`src/sv/ptrs_pkg.sv`:
```
`timescale 1ns / 1ps
package ptrs_pkg;

    localparam int DEF_RULE_SLOTS   = 16;
    localparam int DEF_METRIC_COUNT = 6;

    localparam logic [2:0] CMD_ADD     = 3'd0;
    localparam logic [2:0] CMD_DISABLE = 3'd1;
    localparam logic [2:0] CMD_WRITE   = 3'd2;
    localparam logic [2:0] CMD_READ    = 3'd3;
    localparam logic [2:0] CMD_EVAL    = 3'd4;

    localparam logic [2:0] CMP_LT = 3'd0;
    localparam logic [2:0] CMP_LE = 3'd1;
    localparam logic [2:0] CMP_GT = 3'd2;
    localparam logic [2:0] CMP_GE = 3'd3;
    localparam logic [2:0] CMP_EQ = 3'd4;
    localparam logic [2:0] CMP_NE = 3'd5;

    typedef struct packed {
        logic [31:0] priority_val;
        logic [31:0] threshold;
        logic [7:0]  target;
        logic [2:0]  comparator;
        logic [2:0]  metric;
    } rule_ent_t;

    typedef struct packed {
        logic [31:0] value;
        logic [31:0] threshold;
        logic [2:0]  comparator;
        logic [31:0] priority_val;
        logic        enable;
        logic [31:0] best_priority;
        logic        best_found;
    } cmp_in_t;

endpackage

```
`src/sv/priority_threshold_rule_selector_top.sv`:
```
`timescale 1ns / 1ps
// Channel  | Group          | tdata fields, lowest bit first
// ---------+----------------+---------------------------------------------------
// command  | s_axis_* (in)  | command, metric_id, comparator, threshold,
//          |                | target_id, priority_req, dis_slot, metric_value
// result   | m_axis_* (out) | status, slot_or_match, matched, switched,
//          |                | from_target, to_target, metric_readback
//
// Add, disable, write and read pass from idle to the response state and back to idle.
// Evaluate reads one rule slot a cycle from the rule RAM through one shared compare
// unit, with pipeline fill and drain; on an empty table it goes straight to the response.
// Reset empties the rule table, zeroes all metrics and clears the target.
// A stalled result sits in the output register; the next beat is still taken.
module priority_threshold_rule_selector_top
    import ptrs_pkg::*;
#(
    parameter int RULE_SLOTS   = DEF_RULE_SLOTS,
    parameter int METRIC_COUNT = DEF_METRIC_COUNT
) (
    input  logic         clk,
    input  logic         rst_n,
    input  logic         s_axis_tvalid,
    output logic         s_axis_tready,
    // command, metric_id, comparator, threshold, target_id, priority_req,
    // dis_slot, metric_value, zero fill
    input  logic [119:0] s_axis_tdata,
    output logic         m_axis_tvalid,
    input  logic         m_axis_tready,
    // status, slot_or_match, matched, switched, from_target, to_target,
    // metric_readback, zero fill
    output logic [55:0]  m_axis_tdata
);

    localparam int SLOT_W = (RULE_SLOTS > 1) ? $clog2(RULE_SLOTS) : 1;
    localparam int CNT_W  = $clog2(RULE_SLOTS + 1);
    localparam int MET_W  = (METRIC_COUNT > 1) ? $clog2(METRIC_COUNT) : 1;

    localparam logic [1:0] ST_IDLE = 2'd0;
    localparam logic [1:0] ST_SCAN = 2'd1;
    localparam logic [1:0] ST_RESP = 2'd2;

    typedef struct packed {
        logic [31:0] metric_readback;
        logic [7:0]  to_target;
        logic [7:0]  from_target;
        logic        switched;
        logic        matched;
        logic [3:0]  slot_or_match;
        logic        status;
    } res_t;

    logic [2:0]  in_command;
    logic [2:0]  in_metric_id;
    logic [2:0]  in_comparator;
    logic [31:0] in_threshold;
    logic [7:0]  in_target_id;
    logic [31:0] in_priority_req;
    logic [3:0]  in_dis_slot;
    logic [31:0] in_metric_value;

    assign in_command      = s_axis_tdata[2:0];
    assign in_metric_id    = s_axis_tdata[5:3];
    assign in_comparator   = s_axis_tdata[8:6];
    assign in_threshold    = s_axis_tdata[40:9];
    assign in_target_id    = s_axis_tdata[48:41];
    assign in_priority_req = s_axis_tdata[80:49];
    assign in_dis_slot     = s_axis_tdata[84:81];
    assign in_metric_value = s_axis_tdata[116:85];

    logic [1:0]        state_reg, state_next;
    logic [CNT_W-1:0]  used_reg, used_next;
    logic [7:0]        active_reg, active_next;
    logic              issuing_reg, issuing_next;
    logic [SLOT_W-1:0] iss_idx_reg, iss_idx_next;
    logic              q_vld_reg, q_vld_next;
    logic [SLOT_W-1:0] q_idx_reg;
    logic              s1_vld_reg, s1_vld_next;
    logic [31:0]       s1_value_reg;
    rule_ent_t         s1_ent_reg;
    logic              s1_en_reg;
    logic [SLOT_W-1:0] s1_idx_reg;
    logic              best_found_reg, best_found_next;
    logic [31:0]       best_pri_reg, best_pri_next;
    logic [SLOT_W-1:0] best_idx_reg, best_idx_next;
    logic [7:0]        best_tgt_reg, best_tgt_next;
    res_t              res_reg, res_next;
    logic              m_valid_reg, m_valid_next;
    res_t              m_data_reg, m_data_next;

    logic              en_reg [RULE_SLOTS];
    logic [31:0]       metric_reg [METRIC_COUNT];

    logic              accept;
    logic              add_ok;
    logic              dis_ok;
    logic              met_wr;
    rule_ent_t         ram_wdata;
    rule_ent_t         ram_q;
    logic [2:0]        met_sel;
    logic [31:0]       met_rd;
    cmp_in_t           cin;
    logic              take;
    logic              scan_done;

    assign s_axis_tready = (state_reg == ST_IDLE);
    assign accept        = s_axis_tvalid && s_axis_tready;
    assign add_ok        = (in_target_id != 8'd0) && (32'(used_reg) < RULE_SLOTS);
    assign dis_ok        = {28'd0, in_dis_slot} < 32'(used_reg);
    assign met_wr        = accept && (in_command == CMD_WRITE) &&
                           (32'(in_metric_id) < METRIC_COUNT);

    assign ram_wdata = '{priority_val: in_priority_req, threshold: in_threshold,
                         target: in_target_id, comparator: in_comparator,
                         metric: in_metric_id};

    ptrs_ram #(
        .WIDTH ($bits(rule_ent_t)),
        .DEPTH (RULE_SLOTS)
    ) u_rule_ram (
        .clk   (clk),
        .we    (accept && (in_command == CMD_ADD) && add_ok),
        .waddr (SLOT_W'(used_reg)),
        .wdata (ram_wdata),
        .raddr (iss_idx_reg),
        .rdata (ram_q)
    );

    assign met_sel = (state_reg == ST_IDLE) ? in_metric_id : ram_q.metric;
    assign met_rd  = (32'(met_sel) < METRIC_COUNT) ? metric_reg[MET_W'(met_sel)] : 32'd0;

    assign cin = '{value: s1_value_reg, threshold: s1_ent_reg.threshold,
                   comparator: s1_ent_reg.comparator,
                   priority_val: s1_ent_reg.priority_val, enable: s1_en_reg,
                   best_priority: best_pri_reg, best_found: best_found_reg};

    ptrs_cmp u_cmp (
        .cin  (cin),
        .take (take)
    );

    assign scan_done = !issuing_reg && !q_vld_reg && !s1_vld_reg;

    always_comb
    begin
        state_next      = state_reg;
        used_next       = used_reg;
        active_next     = active_reg;
        issuing_next    = issuing_reg;
        iss_idx_next    = iss_idx_reg;
        q_vld_next      = issuing_reg;
        s1_vld_next     = q_vld_reg;
        best_found_next = best_found_reg;
        best_pri_next   = best_pri_reg;
        best_idx_next   = best_idx_reg;
        best_tgt_next   = best_tgt_reg;
        res_next        = res_reg;
        m_valid_next    = m_valid_reg && !m_axis_tready;
        m_data_next     = m_data_reg;

        if (issuing_reg)
        begin
            if (32'(iss_idx_reg) + 32'd1 >= 32'(used_reg))
            begin
                issuing_next = 1'b0;
            end
            else
            begin
                iss_idx_next = iss_idx_reg + 1'b1;
            end
        end

        if (s1_vld_reg && take)
        begin
            best_found_next = 1'b1;
            best_pri_next   = s1_ent_reg.priority_val;
            best_idx_next   = s1_idx_reg;
            best_tgt_next   = s1_ent_reg.target;
        end

        unique case (state_reg)
            ST_IDLE:
            begin
                if (accept)
                begin
                    res_next   = '0;
                    state_next = ST_RESP;
                    case (in_command)
                        CMD_ADD:
                        begin
                            if (add_ok)
                            begin
                                res_next.slot_or_match = 4'(used_reg);
                                used_next              = CNT_W'(used_reg + 1'b1);
                            end
                            else
                            begin
                                res_next.status = 1'b1;
                            end
                        end
                        CMD_DISABLE:
                        begin
                            res_next.status = !dis_ok;
                        end
                        CMD_READ:
                        begin
                            res_next.metric_readback = met_rd;
                        end
                        CMD_EVAL:
                        begin
                            res_next.from_target = active_reg;
                            if (used_reg != '0)
                            begin
                                state_next      = ST_SCAN;
                                issuing_next    = 1'b1;
                                iss_idx_next    = '0;
                                best_found_next = 1'b0;
                            end
                        end
                        default:
                        begin
                        end
                    endcase
                end
            end
            ST_SCAN:
            begin
                if (scan_done)
                begin
                    state_next = ST_RESP;
                    if (best_found_reg)
                    begin
                        res_next.matched       = 1'b1;
                        res_next.slot_or_match = 4'(best_idx_reg);
                        res_next.to_target     = best_tgt_reg;
                        res_next.switched      = best_tgt_reg != active_reg;
                        active_next            = best_tgt_reg;
                    end
                end
            end
            ST_RESP:
            begin
                if (!m_valid_reg || m_axis_tready)
                begin
                    m_valid_next = 1'b1;
                    m_data_next  = res_reg;
                    state_next   = ST_IDLE;
                end
            end
            default:
            begin
                state_next = ST_IDLE;
            end
        endcase
    end

    always_ff @(posedge clk or negedge rst_n)
    begin
        if (!rst_n)
        begin
            state_reg      <= ST_IDLE;
            used_reg       <= '0;
            active_reg     <= '0;
            issuing_reg    <= 1'b0;
            iss_idx_reg    <= '0;
            q_vld_reg      <= 1'b0;
            s1_vld_reg     <= 1'b0;
            best_found_reg <= 1'b0;
            m_valid_reg    <= 1'b0;
        end
        else
        begin
            state_reg      <= state_next;
            used_reg       <= used_next;
            active_reg     <= active_next;
            issuing_reg    <= issuing_next;
            iss_idx_reg    <= iss_idx_next;
            q_vld_reg      <= q_vld_next;
            s1_vld_reg     <= s1_vld_next;
            best_found_reg <= best_found_next;
            m_valid_reg    <= m_valid_next;
        end
    end

    always_ff @(posedge clk or negedge rst_n)
    begin
        if (!rst_n)
        begin
            for (int i = 0; i < METRIC_COUNT; i++)
            begin
                metric_reg[i] <= '0;
            end
        end
        else if (met_wr)
        begin
            metric_reg[MET_W'(in_metric_id)] <= in_metric_value;
        end
    end

    always_ff @(posedge clk)
    begin
        q_idx_reg    <= iss_idx_reg;
        s1_value_reg <= met_rd;
        s1_ent_reg   <= ram_q;
        s1_en_reg    <= en_reg[q_idx_reg];
        s1_idx_reg   <= q_idx_reg;
        best_pri_reg <= best_pri_next;
        best_idx_reg <= best_idx_next;
        best_tgt_reg <= best_tgt_next;
        res_reg      <= res_next;
        m_data_reg   <= m_data_next;
        if (accept && (in_command == CMD_ADD) && add_ok)
        begin
            en_reg[SLOT_W'(used_reg)] <= 1'b1;
        end
        else if (accept && (in_command == CMD_DISABLE) && dis_ok)
        begin
            en_reg[SLOT_W'(in_dis_slot)] <= 1'b0;
        end
    end

    assign m_axis_tvalid = m_valid_reg;
    assign m_axis_tdata  = {1'b0, m_data_reg};

endmodule

```
`src/sv/ptrs_ram.sv`:
```
`timescale 1ns / 1ps
module ptrs_ram #(
    parameter int WIDTH = 8,
    parameter int DEPTH = 16,
    localparam int AW = (DEPTH > 1) ? $clog2(DEPTH) : 1
) (
    input  logic             clk,
    input  logic             we,
    input  logic [AW-1:0]    waddr,
    input  logic [WIDTH-1:0] wdata,
    input  logic [AW-1:0]    raddr,
    output logic [WIDTH-1:0] rdata
);

    logic [WIDTH-1:0] mem [DEPTH];
    logic [WIDTH-1:0] rdata_reg;

    always_ff @(posedge clk)
    begin
        if (we)
        begin
            mem[waddr] <= wdata;
        end
        rdata_reg <= mem[raddr];
    end

    assign rdata = rdata_reg;

endmodule

```
`src/sv/ptrs_cmp.sv`:
```
`timescale 1ns / 1ps
module ptrs_cmp
    import ptrs_pkg::*;
(
    input  cmp_in_t cin,
    output logic    take
);

    logic v_lt_th;
    logic th_lt_v;
    logic v_eq_th;
    logic hit;
    logic better;

    assign v_lt_th = $signed(cin.value) < $signed(cin.threshold);
    assign th_lt_v = $signed(cin.threshold) < $signed(cin.value);
    assign v_eq_th = cin.value == cin.threshold;

    always_comb
    begin
        case (cin.comparator)
            CMP_LT:  hit = v_lt_th;
            CMP_LE:  hit = !th_lt_v;
            CMP_GT:  hit = th_lt_v;
            CMP_GE:  hit = !v_lt_th;
            CMP_EQ:  hit = v_eq_th;
            CMP_NE:  hit = !v_eq_th;
            default: hit = 1'b0;
        endcase
    end

    assign better = !cin.best_found ||
                    ($signed(cin.best_priority) < $signed(cin.priority_val));
    assign take   = cin.enable && hit && better;

endmodule

```
`config.mk`:
```
export PLATFORM = sky130hd
export DESIGN_NAME = priority_threshold_rule_selector_top
export DESIGN_NICKNAME = d
export VERILOG_FILES = /design/src/sv/ptrs_pkg.sv /design/src/sv/priority_threshold_rule_selector_top.sv /design/src/sv/ptrs_ram.sv /design/src/sv/ptrs_cmp.sv
export SDC_FILE = /design/constraint.sdc
export NUM_CORES = 2
export LEC_CHECK = 0
export BUFFER_PORTS_ARGS = -buffer_cell sky130_fd_sc_hd__buf_2
export CORE_ASPECT_RATIO = 1.25
export CORE_MARGIN = 1
export CORE_UTILIZATION = 63
export CTS_BUF_LIST = sky130_fd_sc_hd__clkbuf_4 sky130_fd_sc_hd__clkbuf_8
export DETAILED_ROUTE_END_ITERATION = 12
export GPL_ROUTABILITY_DRIVEN = 0
export HOLD_SLACK_MARGIN = 0.05
export PLACE_DENSITY = 0.9
export SLEW_MARGIN = 10
export SYNTH_ARGS = -nofsm -noshare
export SYNTH_HDL_FRONTEND = slang
export SYNTH_SLANG_ARGS = --single-unit
```
`constraint.sdc`:
```
create_clock -name clk -period 14.2 [get_ports clk]
set_input_delay 4.26 -clock clk [delete_from_list [all_inputs] [get_ports clk]]
set_output_delay 4.26 -clock clk [all_outputs]
set_load 0.01 [all_outputs]
```
-- Yosys cells after proc, flatten, opt, wreduce, memory -nomap -nowiden
Memory sizes are Yosys's and may differ from the RTL's. A register that Yosys moved wholly into a read port is not among the register bits.
Index checks and enable logic that the tools add are counted.
Widths: inputs -> output; s select.
- register bits: 485
- bits in writable memories: 1264
- input port bits: 124
- output and inout port bits: 58
- word-level logic and storage cells: 168
- memories: 2
- add/sub/neg operators: 3
- magnitude comparators: 11
- equality and inequality tests: 17
- muxes and demuxes: 54
- bitwise operators: 2
- reduce and logical (&&, ||, !) cells: 40
- memory list (name ; depth ; width ; read ports ; clocked after memory_dff ; write ports ; RTL line ; source):
    u_rule_ram.mem ; 16 ; 78 ; 1 ; 1 ; 1 ; ptrs_ram.sv:15 ; logic [WIDTH-1:0] mem [DEPTH];
    en_reg ; 16 ; 1 ; 1 ; 1 ; 1 ; priority_threshold_rule_selector_top.sv:90 ; logic en_reg [RULE_SLOTS];
- operators by type and width (kind ; number):
    $bwmux 192 ; 1
    $mux 32 ; 4
    $bmux 32 s3 ; 1
    $demux 32 s3 ; 1
    $lt 32x32->1 ; 3
    $mux 4 ; 9
    $eq 32x32->1 ; 1
    $mux 8 ; 3
    $mux 23 ; 1
    $mux 1 ; 21
    $pmux 8 s2 ; 1
    $logic_and 1x1->1 ; 15
    $eq 3x2->1 const B ; 4
    $mux 6 ; 2
    $pmux 6 s2 ; 1
    $logic_not 1->1 ; 10
    $mux 2 ; 5
    $eq 3x3->1 const B ; 3
    $ge 4x4->1 const B ; 2
    $ne 8x8->1 ; 1
    $not 3->4 ; 2
    $reduce_and 4->1 ; 2
    $reduce_bool 8->1 ; 1
    $eq 3x1->1 const B ; 2
    other kinds (24) ; 31

-- Longest topological paths before layout
- word-level depth: 11
- mapped depth: 10
- gate-level depth less buffers: 9

-- By module
From an unflattened synthesis, not the netlist that was laid out.
- cell total of the unflattened synthesis: 3421
- area total of the unflattened synthesis: 68525.7 um2
- modules (own cells, without submodules) (module ; instances ; cells an instance ; area an instance (um2) ; sequential area each (um2)):
    ptrs_ram ; 1 ; 2004 ; 48285.1 ; 39037.4
    priority_threshold_rule_selector_top ; 1 ; 1179 ; 18546.5 ; 12832.3
    ptrs_cmp ; 1 ; 238 ; 1694.1 ; 0.0

-- Worst setup path after synthesis
No wires, ideal clock.
- kind: input-to-reg
- start: in s_axis_tvalid
- end: mem u_rule_ram.mem[2][0] (netlist bit) (enable)
- setup time: 610 ps
- arrival time: 10607 ps
- data required time: 13590 ps
- path slack: 2983 ps
- stages: 8
- path buffers: 2
- cells stage by stage: nand2b_1 > or2_4 > nor2_4 > and3_1 > clkbuf_1 > buf_2 > nand2_1 > nor3_1
- longest elaborated chain between the ends: 5
- RTL lines (item ; RTL line ; source):
    start: declaration ; priority_threshold_rule_selector_top.sv:22 ; input logic s_axis_tvalid,
    $logic_and 1x1->1 ; priority_threshold_rule_selector_top.sv:106 ; assign accept = s_axis_tvalid && s_axis_tready;
    $logic_and 1x1->1 (2 in a row) ; priority_threshold_rule_selector_top.sv:121 ; .we (accept && (in_command == CMD_ADD) && add_ok),
    $mux 1 ; ptrs_ram.sv:20 ; if (we)
    $mux 1 (implied by the code) ; ptrs_ram.sv:22 ; mem[waddr] <= wdata;
    end: declaration ; ptrs_ram.sv:15 ;
No other way between the ends.

-- Worst setup path after layout
- start: in s_axis_tdata[41]
- end: mem u_rule_ram.mem[3][44] (netlist bit) (enable)
- longest elaborated chain between the ends: 5
- RTL lines (item ; RTL line ; source):
    start: declaration ; priority_threshold_rule_selector_top.sv:26 ; input logic [119:0] s_axis_tdata,
    $reduce_bool 8->1 ; priority_threshold_rule_selector_top.sv:107 ; assign add_ok = (in_target_id != 8'd0) && (32'(used_reg) < RULE_SLOTS);
    $logic_and 1x1->1 ; priority_threshold_rule_selector_top.sv:107 ;
    $logic_and 1x1->1 ; priority_threshold_rule_selector_top.sv:121 ;
    $mux 1 ; ptrs_ram.sv:20 ;
    $mux 1 (implied by the code) ; ptrs_ram.sv:22 ;
No other way between the ends.

==> results.md <==
* Cells after synthesis at roughly 3200
* Worst skew pair latency at between 0.9 and 1 ns
* CTS tree: yes
* Comb pwr share at 0.219
* Outcome: finished clean
* Synth async-reset ratio at 0.118
* Overflow after GRT at 0
* Core Rows at about 130
* Die X at about 300 µm
* Area share of the leading cell type in the synthesized netlist at 0.624
* Syn avg cell area at 21.7 µm²
* DR WL/cell at slightly below 30 µm
* DR vias at 33300
* Cell taking the most area after synthesis: edfxtp_1
* Clock Power Share at 0.300
* All-Layer GR Usage at 0.287
* Multiplexer share of the synthesized area at 0.180
* Largest net degree at the start of global routing at 160
* Final hold violations at 0
* Vias in the first global route at 35700
* Post-synthesis compound-gate area fraction at 0.0117
* DIE AREA at 0.110 mm²
* Total clock sinks at 1828
* DR iter-0 viols at ~3300
* Sequential area share after synthesis at 0.760
* Slew HR at 0.218
* Slowest cell delay on critical path at between 0.9 and 1 ns
* Max clock buf depth at 4
* Synth Area in Adders at 0.0139
* Total CTS buffers at 282
* Max VDD drop at 0.167 mV
* Top cells by count, synth: edfxtp_1 (1418), mux4_2 (427), dfrtp_1 (216), dfxtp_1 (194), mux2_2 (189)
* Most common cell in the synthesized netlist: edfxtp_1
* # DRC at 0
* # IOs at 182
* Part of the power in registers at 0.481
* Clock skew at between 0.07 and 0.08 ns
* EDFF count, synth at 1418
* Final critical-path required period at 7.11 ns
* CTS HTree Levels at 5
* Switching pwr at around 3.8 mW
* CORE AREA at 0.107 mm²
* Worst setup EP type: flop
* Starting Density at 0.637
* Slew Limit Fails at 0
* Critical Path AT at roughly 7.6 ns
* Cell seen most often among critical-path stages: buf_4
* Tcrit/Tclk final at 0.501
* XOR/XNOR share of the synthesized area at 0.00180
* Post-CTS Repair Setup Buffers at 0
* Crit Path Class: in -> reg
* Simple-Gate Fraction of Synth Area at 0.0180
* RSZ-0062 raised after global routing: no
* Pre-antenna DRT Iters at 5
* Crit Path Max Fanout at 47
* WP buf/inv at 3
* Detail Placement HPWL at 83.0 mm
* I/O Buffers at 177
* Syn. warnings at 0
* Chip height at approximately 370 µm
* WP data required at 14.73 ns
* Post-Syn Nets at roughly 3400
* Global-route wire length before repair at roughly 220 mm
* Avg Vias per Cell at around 6.4
* HP Class: reg -> reg
* Fill count at 5642
* Synth top area cells: edfxtp_1 (62%), mux4_2 (14%), dfrtp_1 (7.9%), dfxtp_1 (5.7%), mux2_2 (3.1%)
* Worst Tran Pin Value at between 1 and 1.5 ns
* Int Pwr at 10.2 mW
* Final core occ at 0.712
* Placed cell count at 4684
* Antenna violations before repair at 31
* Cell Pwr Density at 183 mW/mm²
* Synth Flop Type: edfxtp_1
* Total Neg Setup Slack at 0 ns
* Slowest-stage cell, CP: buf_4
* Post-CTS Hold Buffers at 0
* P&R area growth vs syn at 11.9%
* Leak Pwr at 26.9 nW
* Top achievable clock speed at 141 MHz
* Share of layout cells above drive strength 1 at 0.358
* Clock transition at the registers of the reported paths at 0.06 ns
* Routed WL at 152 mm
* Synthesized area at 0.0682 mm²
* Clk root buf: clkbuf_8
* Largest delay share family, worst path: buffers and inverters
* Antenna viol nets, final at 0
* Netlist cell types at 65
* Yosys reg bits at 1828
* Number of max-cap violations at 0
* Finished Layout Cells at roughly 5200
* Main combinational cell family by area after synthesis: multiplexers
* Cts repair resizes at 0
* Crit-path cells: buf_2, nor4_1, a21oi_1, and3_1, nand2_1, nor3_2, buf_4, buf_4
* Nets at 3740
* CP startpoint kind: primary input
* Sw frac at 0.273
* Number of flip-flops in the largest register at 1248
* Setup-failing EPs final at 0
## final timing paths
check / startpoint / endpoint / slack, ns / cells after the start
setup / recovery: s_axis_tdata[41] / u_rule_ram.mem[3][44]$_DFFE_PP_ / 7.09 / 8
hold / removal: u_rule_ram.rdata[47]$_DFF_P_ / cin[35]$_DFF_P_ / 0.29 / 0
setup reg to reg: state_reg[0]$_DFFE_PN0P_ / u_rule_ram.mem[3][44]$_DFFE_PP_ / 9.99 / 8
hold reg to reg: u_rule_ram.rdata[47]$_DFF_P_ / cin[35]$_DFF_P_ / 0.29 / 0
max in group asynchronous: rst_n / iss_idx_reg[2]$_DFF_PN0_ / 8.34 / 3
min in group asynchronous: rst_n / metric_reg[185]$_DFFE_PN0P_ / 3.30 / 1
## cell families after synthesis
family / count (synthesis)
compound gates: 127
buf+inv: 215
fa+ha+maj: 76
flops: 1828
mux: 667
other cells: 1
xor+xnor: 14
simple gates: 223
## stage by stage
stage	area, µm²	setup slack [ns]	hold slack (ns)	power [mW]
2_1_floorplan	68200	2.98	0.310	8.92
3_3_place_gp	70900	6.38	0.310	9.67
3_5_place_dp	70900	6.24	0.312	9.88
4_1_cts	76300	7.22	0.297	14.1
5_1_grt	76300	6.94	0.318	14.5
6_report	76300	7.09	0.293	14.0
## area by class of cell
class / instances / area, µm² / area share
inverter: 82 / 308 / 0.00403
timing repair buffer: 238 / 1380 / 0.0180
sequential: 1828 / 51900 / 0.680
tap: 1428 / 1790 / 0.0234
antenna: 15 / 37.5 / 0.000492
multi-input combinational: 1108 / 15600 / 0.204
clock inverter: 77 / 367 / 0.00480
clock buffer: 410 / 5020 / 0.0657
## power by group through the flow
stage,sequential (mW),clock [mW],combinational [mW]
after floorplan,6.61,0,2.31
after global placement,6.79,0,2.88
after detailed placement,6.83,0,3.04
after CTS,6.74,4.25,3.10
after global routing,6.78,4.49,3.27
final,6.74,4.20,3.07
## layout by cell type (no fill, tap or decap), types with 23 or more instances in the layout
cell type / Yosys / layout
a21oi_1: 32 / 32
o21ai_1: 26 / 26
buf_4: 12 / 59
nor2b_1: 37 / 37
inv_1: 82 / 81
dfxtp_1: 194 / 194
ha_1: 76 / 76
dfrtp_1: 216 / 212
o21ai_0: 23 / 23
clkbuf_4: 0 / 100
buf_2: 37 / 176
nor3_1: 27 / 23
mux2_2: 189 / 189
mux4_2: 427 / 427
clkbuf_8: 0 / 311
edfxtp_1: 1418 / 1418
clkinv_1: 0 / 44
nand2_1: 56 / 56
clkinv_2: 0 / 28
mux2i_1: 38 / 35
## routing by layer
layer / wire length (µm) / GRT usage / vias to the layer above
met5: 198 / 0 / -
met4: 5910 / 0.125 / 30
met3: 14200 / 0.0728 / 460
met2: 80300 / 0.490 / 2019
met1: 51800 / 0.346 / 17200
li1: - / - / 13600
Note: power is estimated with default switching activity, not from simulation.
